==> config.mk <==
export PLATFORM = sky130hd
export DESIGN_NAME = level_percent_hysteresis_switch_core
export DESIGN_NICKNAME = d
export VERILOG_FILES = /design/src/rtl/lphs_pkg.sv /design/src/rtl/lphs_div.sv /design/src/rtl/level_percent_hysteresis_switch_core.sv
export SDC_FILE = /design/constraint.sdc
export NUM_CORES = 1
export LEC_CHECK = 0
export BUFFER_PORTS_ARGS = -buffer_cell sky130_fd_sc_hd__buf_2
export CAP_MARGIN = 20
export CORE_ASPECT_RATIO = 0.9
export CORE_MARGIN = 2
export CORE_UTILIZATION = 30
export DETAILED_ROUTE_END_ITERATION = 16
export PLACE_DENSITY_LB_ADDON = 0.08
export SYNTH_ARGS = -nofsm -noshare
export SYNTH_HDL_FRONTEND = slang
export SYNTH_HIERARCHICAL = 1
export SYNTH_SLANG_ARGS = --single-unit
==> constraint.sdc <==
create_clock -name clock -period 11.7 [get_ports clock]
set_clock_uncertainty 0.2 [all_clocks]
set_input_delay 0 -clock clock [delete_from_list [all_inputs] [get_ports clock]]
set_output_delay 0 -clock clock [all_outputs]
set_load 0.005 [all_outputs]
==> src/rtl/lphs_pkg.sv <==
// ----------------------------------------------------------------------------
// Level switch package
// Widths, register indexes, button action codes and shared types.
// ----------------------------------------------------------------------------
package lphs_pkg;

   localparam int COUNT_W = 16;                 // raw charge-time count
   localparam int PCT_W   = 7;                  // percentage 0..100
   localparam int NUM_W   = COUNT_W + PCT_W;    // (raw - min) * 100 fits here
   localparam int CSR_IDX_W  = 3;
   localparam int CSR_DATA_W = 7;

   localparam logic [PCT_W-1:0] PCT_FULL = PCT_W'(100);

   typedef enum logic [CSR_IDX_W-1:0] {
      CSR_OUT1_ON   = 3'd0,
      CSR_OUT1_OFF  = 3'd1,
      CSR_OUT2_ON   = 3'd2,
      CSR_OUT2_OFF  = 3'd3,
      CSR_INVERT    = 3'd4,
      CSR_BTN1_ACT  = 3'd5,
      CSR_BTN2_ACT  = 3'd6
   } csr_index_type;

   typedef enum logic [2:0] {
      ACT_NONE     = 3'd0,
      ACT_CAL_MIN  = 3'd1,
      ACT_CAL_MAX  = 3'd2,
      ACT_OUT1_ON  = 3'd3,
      ACT_OUT1_OFF = 3'd4,
      ACT_OUT2_ON  = 3'd5,
      ACT_OUT2_OFF = 3'd6
   } action_type;

   // Divider request and status
   typedef struct packed {
      logic             start;
      logic [NUM_W-1:0]   numerator;
      logic [COUNT_W-1:0] divisor;
   } div_req_type;

   typedef struct packed {
      logic             done;
      logic [PCT_W-1:0] quotient;
   } div_rsp_type;

   // Switch and calibration state as updated by hysteresis and the buttons
   typedef struct packed {
      logic               sw1;
      logic               sw2;
      logic [COUNT_W-1:0] cal_min;
      logic [COUNT_W-1:0] cal_max;
   } ctl_state_type;

endpackage

==> src/rtl/lphs_div.sv <==
// ----------------------------------------------------------------------------
// Level switch divider
// Restoring divider producing a 7-bit quotient, one bit per cycle.
// ----------------------------------------------------------------------------
module lphs_div
   import lphs_pkg::*;
(
   input  logic        clock,
   input  logic        reset,
   input  div_req_type div_req,
   output div_rsp_type div_rsp
);

   localparam int DSH_W = COUNT_W + PCT_W - 1;
   localparam int CNT_W = $clog2(PCT_W);

   logic               busy_ff, busy_in;
   logic               done_ff, done_in;
   logic [CNT_W-1:0]   cnt_ff,  cnt_in;
   logic [NUM_W-1:0]   rem_ff,  rem_in;
   logic [DSH_W-1:0]   dsh_ff,  dsh_in;
   logic [PCT_W-1:0]   quot_ff, quot_in;
   logic               fits;

   // The quotient is known to stay below 128, so start with the divisor
   // aligned to the top quotient bit.
   assign fits = rem_ff >= {1'b0, dsh_ff};

   always_comb begin
      busy_in = busy_ff;
      done_in = 1'b0;
      cnt_in  = cnt_ff;
      rem_in  = rem_ff;
      dsh_in  = dsh_ff;
      quot_in = quot_ff;
      if (div_req.start) begin
         busy_in = 1'b1;
         cnt_in  = '0;
         rem_in  = div_req.numerator;
         dsh_in  = {div_req.divisor, {(PCT_W-1){1'b0}}};
         quot_in = '0;
      end else if (busy_ff) begin
         if (fits) begin
            rem_in = rem_ff - NUM_W'(dsh_ff);
         end
         quot_in = {quot_ff[PCT_W-2:0], fits};
         dsh_in  = dsh_ff >> 1;
         cnt_in  = cnt_ff + 1'b1;
         if (cnt_ff == CNT_W'(PCT_W-1)) begin
            busy_in = 1'b0;
            done_in = 1'b1;
         end
      end
   end

   always_ff @(posedge clock) begin
      if (reset) begin
         busy_ff <= 1'b0;
         done_ff <= 1'b0;
      end else begin
         busy_ff <= busy_in;
         done_ff <= done_in;
      end
      cnt_ff  <= cnt_in;
      rem_ff  <= rem_in;
      dsh_ff  <= dsh_in;
      quot_ff <= quot_in;
   end

   assign div_rsp.done     = done_ff;
   assign div_rsp.quotient = quot_ff;

endmodule

==> src/rtl/level_percent_hysteresis_switch_core.sv <==
// ----------------------------------------------------------------------------
// Level percent hysteresis switch
// Scales a charge-time count to a percentage and drives two switches.
// ----------------------------------------------------------------------------
// Each request carries a raw count and two active-low button levels and
// yields one response: the percentage between the calibration limits
// (clamped to 0 or 100) and the new state of both switches. A request is
// taken only while the block is idle. One that needs scaling passes through
// the scale, divide and finish states, the seven-step restoring divider
// giving one quotient bit per cycle; a count at or outside the calibration
// limits skips the divider and goes from scale straight to finish. A response
// waiting in the output register does not block the next request; it only
// holds the final step of the one after. Configuration is to be written only
// while idle, which the block itself does not enforce; a write is always taken.
module level_percent_hysteresis_switch_core
   import lphs_pkg::*;
(
   input  logic                  clock,
   input  logic                  reset,
   // request channel
   input  logic                  req_valid,
   output logic                  req_ready,
   input  logic [COUNT_W-1:0]    req_raw_count,
   input  logic                  req_button1_level,
   input  logic                  req_button2_level,
   // response channel
   output logic                  rsp_valid,
   input  logic                  rsp_ready,
   output logic [PCT_W-1:0]      rsp_level_percent,
   output logic                  rsp_switch1,
   output logic                  rsp_switch2,
   // configuration
   input  logic                  csr_valid,
   output logic                  csr_ready,
   input  logic [CSR_IDX_W-1:0]  csr_index,
   input  logic [CSR_DATA_W-1:0] csr_wdata
);

   typedef enum logic [3:0] {
      ST_IDLE   = 4'b0001,
      ST_SCALE  = 4'b0010,
      ST_DIV    = 4'b0100,
      ST_FINISH = 4'b1000
   } state_type;

   // configuration registers
   logic [PCT_W-1:0]   out1_on_ff, out1_off_ff, out2_on_ff, out2_off_ff;
   logic [1:0]         invert_ff;
   action_type         btn1_act_ff, btn2_act_ff;

   // block state
   state_type          state_ff, state_in;
   ctl_state_type      ctl_ff, ctl_in;
   logic               prev_btn1_ff, prev_btn2_ff;

   // request and working payload
   logic [COUNT_W-1:0] raw_ff;
   logic               btn1_ff, btn2_ff;
   logic [PCT_W-1:0]   pct_ff, pct_in;

   // response register
   logic               rsp_valid_ff, rsp_valid_in;
   logic [PCT_W-1:0]   rsp_pct_ff;
   logic               rsp_sw1_ff, rsp_sw2_ff;

   div_req_type        div_req;
   div_rsp_type        div_rsp;
   logic               div_start;

   logic               req_take;
   logic               out_free;
   logic               finish_go;
   logic [COUNT_W-1:0] span;
   logic [NUM_W-1:0]   delta;

   function automatic logic hyst(input logic cur, input logic [PCT_W-1:0] pct,
                                 input logic [PCT_W-1:0] on_lvl,
                                 input logic [PCT_W-1:0] off_lvl, input logic inv);
      logic r;
      r = cur;
      if (on_lvl > off_lvl) begin
         if (pct >= on_lvl) r = 1'b1;
         if (pct <= off_lvl) r = 1'b0;
      end else if (on_lvl < off_lvl) begin
         if (pct <= on_lvl) r = 1'b1;
         if (pct >= off_lvl) r = 1'b0;
      end else begin
         r = (pct > on_lvl) ^ inv;
      end
      return r;
   endfunction

   function automatic ctl_state_type apply_button(input ctl_state_type st,
                                                  input logic level, input logic prev,
                                                  input action_type act,
                                                  input logic [COUNT_W-1:0] raw);
      ctl_state_type r;
      logic          cal_ok;
      r      = st;
      cal_ok = prev && (raw != '0);
      if (!level) begin
         unique case (act)
            ACT_CAL_MIN:  if (cal_ok) r.cal_min = raw;
            ACT_CAL_MAX:  if (cal_ok) r.cal_max = raw;
            ACT_OUT1_ON:  r.sw1 = 1'b1;
            ACT_OUT1_OFF: r.sw1 = 1'b0;
            ACT_OUT2_ON:  r.sw2 = 1'b1;
            ACT_OUT2_OFF: r.sw2 = 1'b0;
            default:      r = st;
         endcase
      end
      return r;
   endfunction

   assign req_ready = (state_ff == ST_IDLE);
   assign req_take  = req_valid && req_ready;
   assign csr_ready = 1'b1;
   assign out_free  = !rsp_valid_ff || rsp_ready;
   assign finish_go = (state_ff == ST_FINISH) && out_free;

   // (raw - min) * 100 as shift-and-add
   assign span  = raw_ff - ctl_ff.cal_min;
   assign delta = (NUM_W'(span) << 6) + (NUM_W'(span) << 5) + (NUM_W'(span) << 2);

   assign div_req.start     = div_start;
   assign div_req.numerator = delta;
   assign div_req.divisor   = ctl_ff.cal_max - ctl_ff.cal_min;

   lphs_div u_div (
      .clock   (clock),
      .reset   (reset),
      .div_req (div_req),
      .div_rsp (div_rsp)
   );

   always_comb begin
      state_in  = state_ff;
      pct_in    = pct_ff;
      div_start = 1'b0;
      unique case (state_ff)
         ST_IDLE: begin
            if (req_take) state_in = ST_SCALE;
         end
         ST_SCALE: begin
            if (raw_ff <= ctl_ff.cal_min) begin
               pct_in   = '0;
               state_in = ST_FINISH;
            end else if (raw_ff >= ctl_ff.cal_max) begin
               pct_in   = PCT_FULL;
               state_in = ST_FINISH;
            end else begin
               div_start = 1'b1;
               state_in  = ST_DIV;
            end
         end
         ST_DIV: begin
            if (div_rsp.done) begin
               pct_in   = div_rsp.quotient;
               state_in = ST_FINISH;
            end
         end
         ST_FINISH: begin
            if (out_free) state_in = ST_IDLE;
         end
         default: state_in = ST_IDLE;
      endcase
   end

   // Hysteresis first, then button one, then button two
   always_comb begin
      ctl_state_type st;
      st         = ctl_ff;
      st.sw1     = hyst(ctl_ff.sw1, pct_ff, out1_on_ff, out1_off_ff, invert_ff[0]);
      st.sw2     = hyst(ctl_ff.sw2, pct_ff, out2_on_ff, out2_off_ff, invert_ff[1]);
      st         = apply_button(st, btn1_ff, prev_btn1_ff, btn1_act_ff, raw_ff);
      st         = apply_button(st, btn2_ff, prev_btn2_ff, btn2_act_ff, raw_ff);
      ctl_in     = st;
   end

   always_comb begin
      rsp_valid_in = rsp_valid_ff;
      if (rsp_ready) rsp_valid_in = 1'b0;
      if (finish_go) rsp_valid_in = 1'b1;
   end

   always_ff @(posedge clock) begin
      if (reset) begin
         state_ff      <= ST_IDLE;
         rsp_valid_ff  <= 1'b0;
         ctl_ff.sw1    <= 1'b0;
         ctl_ff.sw2    <= 1'b0;
         ctl_ff.cal_min <= '0;
         ctl_ff.cal_max <= '1;
         prev_btn1_ff  <= 1'b0;
         prev_btn2_ff  <= 1'b0;
         out1_on_ff    <= '0;
         out1_off_ff   <= '0;
         out2_on_ff    <= '0;
         out2_off_ff   <= '0;
         invert_ff     <= '0;
         btn1_act_ff   <= ACT_NONE;
         btn2_act_ff   <= ACT_NONE;
      end else begin
         state_ff     <= state_in;
         rsp_valid_ff <= rsp_valid_in;
         if (finish_go) begin
            ctl_ff       <= ctl_in;
            prev_btn1_ff <= btn1_ff;
            prev_btn2_ff <= btn2_ff;
         end
         if (csr_valid && csr_ready) begin
            unique case (csr_index)
               CSR_OUT1_ON:  out1_on_ff  <= csr_wdata[PCT_W-1:0];
               CSR_OUT1_OFF: out1_off_ff <= csr_wdata[PCT_W-1:0];
               CSR_OUT2_ON:  out2_on_ff  <= csr_wdata[PCT_W-1:0];
               CSR_OUT2_OFF: out2_off_ff <= csr_wdata[PCT_W-1:0];
               CSR_INVERT:   invert_ff   <= csr_wdata[1:0];
               CSR_BTN1_ACT: btn1_act_ff <= action_type'(csr_wdata[2:0]);
               CSR_BTN2_ACT: btn2_act_ff <= action_type'(csr_wdata[2:0]);
               default:      ; // drop writes beyond the register list
            endcase
         end
      end
   end

   // payload registers
   always_ff @(posedge clock) begin
      if (req_take) begin
         raw_ff  <= req_raw_count;
         btn1_ff <= req_button1_level;
         btn2_ff <= req_button2_level;
      end
      pct_ff <= pct_in;
      if (finish_go) begin
         rsp_pct_ff <= pct_ff;
         rsp_sw1_ff <= ctl_in.sw1;
         rsp_sw2_ff <= ctl_in.sw2;
      end
   end

   assign rsp_valid         = rsp_valid_ff;
   assign rsp_level_percent = rsp_pct_ff;
   assign rsp_switch1       = rsp_sw1_ff;
   assign rsp_switch2       = rsp_sw2_ff;

endmodule

# [Yosys cells after proc, flatten, opt, wreduce, memory -nomap -nowiden]
# Index checks and enable logic that the tools add are counted.
[op_classes] n_addsub=6 mul=0 div=0 n_lt_le_gt_ge=17 eq_ne=27 shifts=0 muxes=50 n_bitwise=3 reduce_logical=23
[ops] op="$mux W16" count=8
[ops] op="$mux W23" count=3
[ops] op="$mux W34" count=2
[ops] op="$mux W22" count=2
[ops] op="$sub A16 B16 Y16" count=2
[ops] op="$eq A3 B3 Y1 const B" count=10
[ops] op="$ge A7 B7 Y1" count=4
[ops] op="$gt A7 B7 Y1" count=4
[ops] op="$le A7 B7 Y1" count=4
[ops] op="$add A22 B21 Y23" count=1
[ops] op="$add A23 B18 Y23" count=1
[ops] op="$ge A23 B22 Y1" count=1
[ops] op="$sub A23 B22 Y23" count=1
[ops] op="$mux W1" count=21
[ops] op="$mux W7" count=3
[ops] op="$mux W4" count=5
[ops] op="$eq A3 B2 Y1 const B" count=6
[ops] op="$ge A16 B16 Y1" count=1
[ops] op="$le A16 B16 Y1" count=1
[ops] op="$pmux W4 S4" count=1
[ops] op="$reduce_and A2 Y1" count=8
[ops] op="$reduce_bool A16 Y1" count=1
[ops] op="$lt A7 B7 Y1" count=2
[ops] op="$pmux W7 S2" count=1
[ops] op="19 further kinds" count=33
[totals] regBits=168 latchBits=0 ramBits=0 mem_bits_ro=0 inputBits=33 output_inout_bits=12 elab_cells=155 memories=0

# [Longest topological paths before layout]
[depth] ltp_word=10 ltp_mapped=24 mapped_depth_nobuf=24

# [Modules after synthesis]
# The synthesis kept the hierarchy.
[by_module_without_submodules] module="level_percent_hysteresis_switch_core" n_inst=1 cells_each=884 area_each_um2=8122.8 seq_area_each_um2=2562.5
[by_module_without_submodules] module="lphs_div" n_inst=1 cells_each=361 area_each_um2=3470.8 seq_area_each_um2=1531.5

# [Worst setup path after synthesis]
# Ideal clock, no wire load.
[synth_timing] path_kind="register to register" start="register raw_ff[0]" end="register u_div.rem_ff[20] (data pin)" setup_ns=0.270 arrival_time_ns=4.478 t_required_ns=11.230 setup_slack_ns=6.752 stages_incl_launch_ff=23 path_buffers=0 synth_period_minus_slack_ns=4.948 path_cell_list="edfxtp_1 inv_1 ha_1 fa_1 nor2b_1 o21ai_1 a21boi_1 o21ai_0 nor2b_1 xnor2_1 fa_1 ha_1 nor2b_1 o21ai_0 a21boi_1 o211ai_1 a21oi_1 o311a_1 o21ai_0 nand2b_1 xor2_1 a21oi_1 o311ai_1"
[synth_via] word_cells_on_any_way=9 cone_classes="add/sub: 3; order compare: 2; mux: 4"
[synth_rtl] item="from (decl)" line_no="level_percent_hysteresis_switch_core.sv:57" text="logic [COUNT_W-1:0] raw_ff;"
[synth_rtl] item="from (signal assigned)" line_no="level_percent_hysteresis_switch_core.sv:229" text="raw_ff <= req_raw_count;"
[synth_rtl] item="$sub A16 B16 Y16 *" line_no="level_percent_hysteresis_switch_core.sv:122" text="assign span = raw_ff - ctl_ff.cal_min;"
[synth_rtl] item="$add A22 B21 Y23" line_no="level_percent_hysteresis_switch_core.sv:123" text="assign delta = (NUM_W'(span) << 6) + (NUM_W'(span) << 5) + (NUM_W'(span) << 2);"
[synth_rtl] item="$add A23 B18 Y23 *" line_no="level_percent_hysteresis_switch_core.sv:123"
[synth_rtl] item="named net delta[20]" line_no="level_percent_hysteresis_switch_core.sv:74" text="logic [NUM_W-1:0] delta;"
[synth_rtl] item="$mux W23 *" line_no="lphs_div.sv:36" text="if (div_req.start) begin"
[synth_rtl] item="named net u_div.rem_in[20]" line_no="lphs_div.sv:20" text="logic [NUM_W-1:0] rem_ff, rem_in;"
[synth_rtl] item="to (signal assigned)" line_no="lphs_div.sv:65" text="rem_ff <= rem_in;"
[synth_rtl] item="to (decl)" line_no="lphs_div.sv:20"
# The timed path passes the listed nets; every way through them passes the cells marked *.
# A chain may end at the register's enable or synchronous reset.

# [Final worst setup path]
# Same ends and word-level chain as after synthesis.

==> metrics.cfg <==
[clocking]
cts_tree = built
htreeDepth = 4
cts_sinks = 168
postCtsResizedCells = 0
clk_pin_slew_ns = 0.07
cts_buffers = 17
root_buffer = clkbuf_16
clock_path_buffers = 2
hold_buffers = 32
post_cts_buffers = 0
clk_latency_ns = 0.46

[pwr]
clock_power_share_pct = 33.5
p_sw_share_pct = 31.9
sequentialPowerShare_pct = 39.1
p_per_area_nw_per_um2 = 127
p_switching_uw = 538
internal-power_mw = 1.15
peakVddDrop_uv = 79.2
power_leakage_nw = 5.56
pwr-share-comb_pct = 27.3

[synth]
syn_area_per_cell_um2 = 9.31
synthFlopType = dfxtp_1
ys_seq_area_share_pct = 35.3
synth_largest_area_cell = edfxtp_1
async_flop_share_pct = 0
ys_ff_latch = 168
synth.distinct_cells = 85
synthTopCellsByArea = edfxtp_1 (19%), dfxtp_1 (16%), ha_1 (15%), mux2i_1 (5.6%), nor2_1 (3.9%)
syn-cell-area_um2 = 11600
yosys_warnings = 6
synth_top_area_share_pct = 18.9
synthesis.instances = 1245
synth_edf_count = 73

[placement]
placed_cells_incl_taps = 1750
gp_congestion = 0.757
io_buffers = 43
place_hpwl_um = 22400

[global_routing]
antenna_found_initial = 0
grt_pass1_vias = 8857
grt_overflow = 0
track_usage_pct = 15.6
grt_max_degree = 80
grt_pass1_wl_um = 48500

[detailed_routing]
route.vias.total = 8806
drt_wl_total_um = 29700
drtIter0Drc = 458
wl_per_cell_um = 16.4
drtPass1Iterations = 4
drcViolationCount = 0
viasPerCell = 4.85
drtAntennaViolNets = 0

[sta]
max_freq_mhz = 179
hold_viol = 0
slew_viol_final = 0
setup_violations = 0
tns_ns = 0
rsz0062_at_grt = no
maxSlewHeadroom_pct = 31.4
period_needed_ns = 5.60
worstMarginPinSlew_ns = 1.03
period_share_pct = 47.9

[floorplanning]
die-area_um2 = 40200
initial_core_util_pct = 30.3
core-area_um2 = 38200
die_x_um = 211
rows = 68
die-height_um = 190
io_pins = 45

[setup_path]
slowest_stage = fa_1
regToRegStartpoint = raw_ff[0]
r2r_cells = 22
crit_chain = inv_1 > ha_1 > fa_1 > nor2b_1 > o21ai_1 > a21boi_1 > o21ai_0 > nor2b_1 > xnor2_1 > fa_1 > ha_1 > nor2b_1 > o21ai_0 > a21boi_1 > o211ai_1 > a21oi_1 > o311a_1 > o21ai_0 > nand2b_1 > xor2_1 > a21oi_1 > o311ai_1
startpoint_type = register
r2r-end = u_div/rem_ff[20]
slowest_delay_ns = 0.51
r2r_slack_ns = 6.10
path_max_fanout = 5
crit_arrival_ns = 5.58
crit_type = reg2reg
cp_data_required_time_ns = 11.68
endpoint_kind = register

[status]
outcome = completed

[final_layout]
area_growth_pct = 14.4
final_cell_mix = ha_1 (140), nor2_1 (121), inv_1 (113), dfxtp_1 (95), nand2_1 (86)
antennaDiodeCount = 0
layout.cells.non_filler = 1814
finish.utilization_pct = 34.7
final_common_cell = ha_1
nets = 1493
drive_gt1_share_pct = 8.53
fill_cells = 3957

[hold_path]
min_to = out2_off_ff[3]
hold_start = reset
min_path_type = in2reg
holdPathStages = 3

[run]
maxCapViolCount = 0

## power by group through the flow
stage / Clock (mW) / Sequential [mW] / Combinational [mW]
after CTS: 0.593 / 0.661 / 0.470
after global placement: 0 / 0.675 / 0.461
after floorplan: 0 / 0.665 / 0.357
after global routing: 0.613 / 0.664 / 0.530
after detailed placement: 0 / 0.674 / 0.458
final: 0.566 / 0.660 / 0.461
## per-layer routing
| layer | global-route usage [%] | wire (um) |
|---|---|---|
| met1 | 21.1 | 15100 |
| met2 | 25.5 | 13600 |
| met3 | 2.55 | 610 |
| met4 | 4.82 | 389 |
| met5 | 0 | 0 |
## cell type report
class                   instances  area (um^2)  area share [%]
multi-input cells             925         6920            52.2
flip-flops and latches        168         4090            30.9
repair buffers                 85          631            4.75
well taps                     490          613            4.62
clock buffers                  21          493            3.72
inverters                     114          428            3.23
clock inverters                11         85.1           0.641
## worst max-delay path by stage
stage / end / startpoint / slack (ns) / cells after the start
6_report: u_div/rem_ff[20] / raw_ff[0] / 6.10 / 22
5_1_grt: u_div/rem_ff[20] / raw_ff[0] / 5.59 / 22
4_1_cts: u_div/rem_ff[20] / raw_ff[0] / 6.13 / 22
3_5_place_dp: u_div/rem_ff[20] / raw_ff[0] / 6.16 / 22
3_3_place_gp: u_div/rem_ff[20] / raw_ff[0] / 6.28 / 22
2_1_floorplan: u_div/rem_ff[20] / raw_ff[0] / 6.75 / 22
## sequential cells by signal, indices dropped and copies added, names as in the netlist, 2 cells and up
name,flops
out2_off_ff,7
out1_on_ff,7
btn2_act_ff,3
invert_ff,2
out2_on_ff,7
pct_ff,7
u_div/dsh_ff,22
state_ff,4
btn1_act_ff,3
ctl_ff,34
out1_off_ff,7
u_div/cnt_ff,3
u_div/rem_ff,23
raw_ff,16
u_div/quot_ff,7
rsp_level_percent,7
## cells in the mapped netlist, types with 4 or more instances
cell type	number
ha_1	140
nor2_1	121
inv_1	113
dfxtp_1	95
nand2_1	86
edfxtp_1	73
a21oi_1	70
mux2i_1	65
a21o_1	47
o21ai_0	41
xnor2_1	40
xor2_1	30
clkbuf_1	21
nor2b_1	20
o31ai_1	19
nand3_1	18
a311o_1	16
o21a_1	16
o21ai_1	15
nor3_1	14
a31oi_1	12
and2_1	11
nand2b_1	10
fa_1	9
nand4_1	9
a211oi_1	8
buf_1	8
and3_1	7
nor4_1	7
or2_2	6
nand3b_1	5
nor3b_1	5
o21bai_1	5
and4_1	4
buf_2	4
o211ai_1	4
## critical path, delay by kind of cell, from the launching register on
kind	cells	cell delay (ns)
AOI/OAI and AO/OA	11	1.96
adders and majority gates	4	1.49
xor gates and xnor gates	2	0.65
and+or+nand+nor	4	0.56
DFF	1	0.39
buffers and inverters	1	0.09
## cell families (layout without fill, tap and decap cells)
| family | Yosys count | after routing | share of synthesized area, % |
|---|---|---|---|
| AOI/OAI and AO/OA | 294 | 294 | 17.2 |
| xor gates and xnor gates | 71 | 71 | 5.43 |
| adders and majority gates | 149 | 149 | 16.7 |
| buffers and inverters | 153 | 231 | 5.29 |
| DFF | 168 | 168 | 35.3 |
| muxes | 66 | 66 | 5.71 |
| other | 2 | 3 | 0.0648 |
| and+or+nand+nor | 342 | 342 | 14.3 |
## stage by stage
step	hold slack, ns	power, mW	area [um^2]	worst slack, ns
final	0.0217	1.69	13300	6.10
after global routing	0.0284	1.81	13300	5.59
after CTS	0.00948	1.72	13300	6.13
after detailed placement	-0.0219	1.13	12400	6.16
after global placement	-0.0232	1.14	12300	6.28
after floorplan	-0.128	1.02	11600	6.75
No activity file was read; power rests on OpenSTA's default activity.
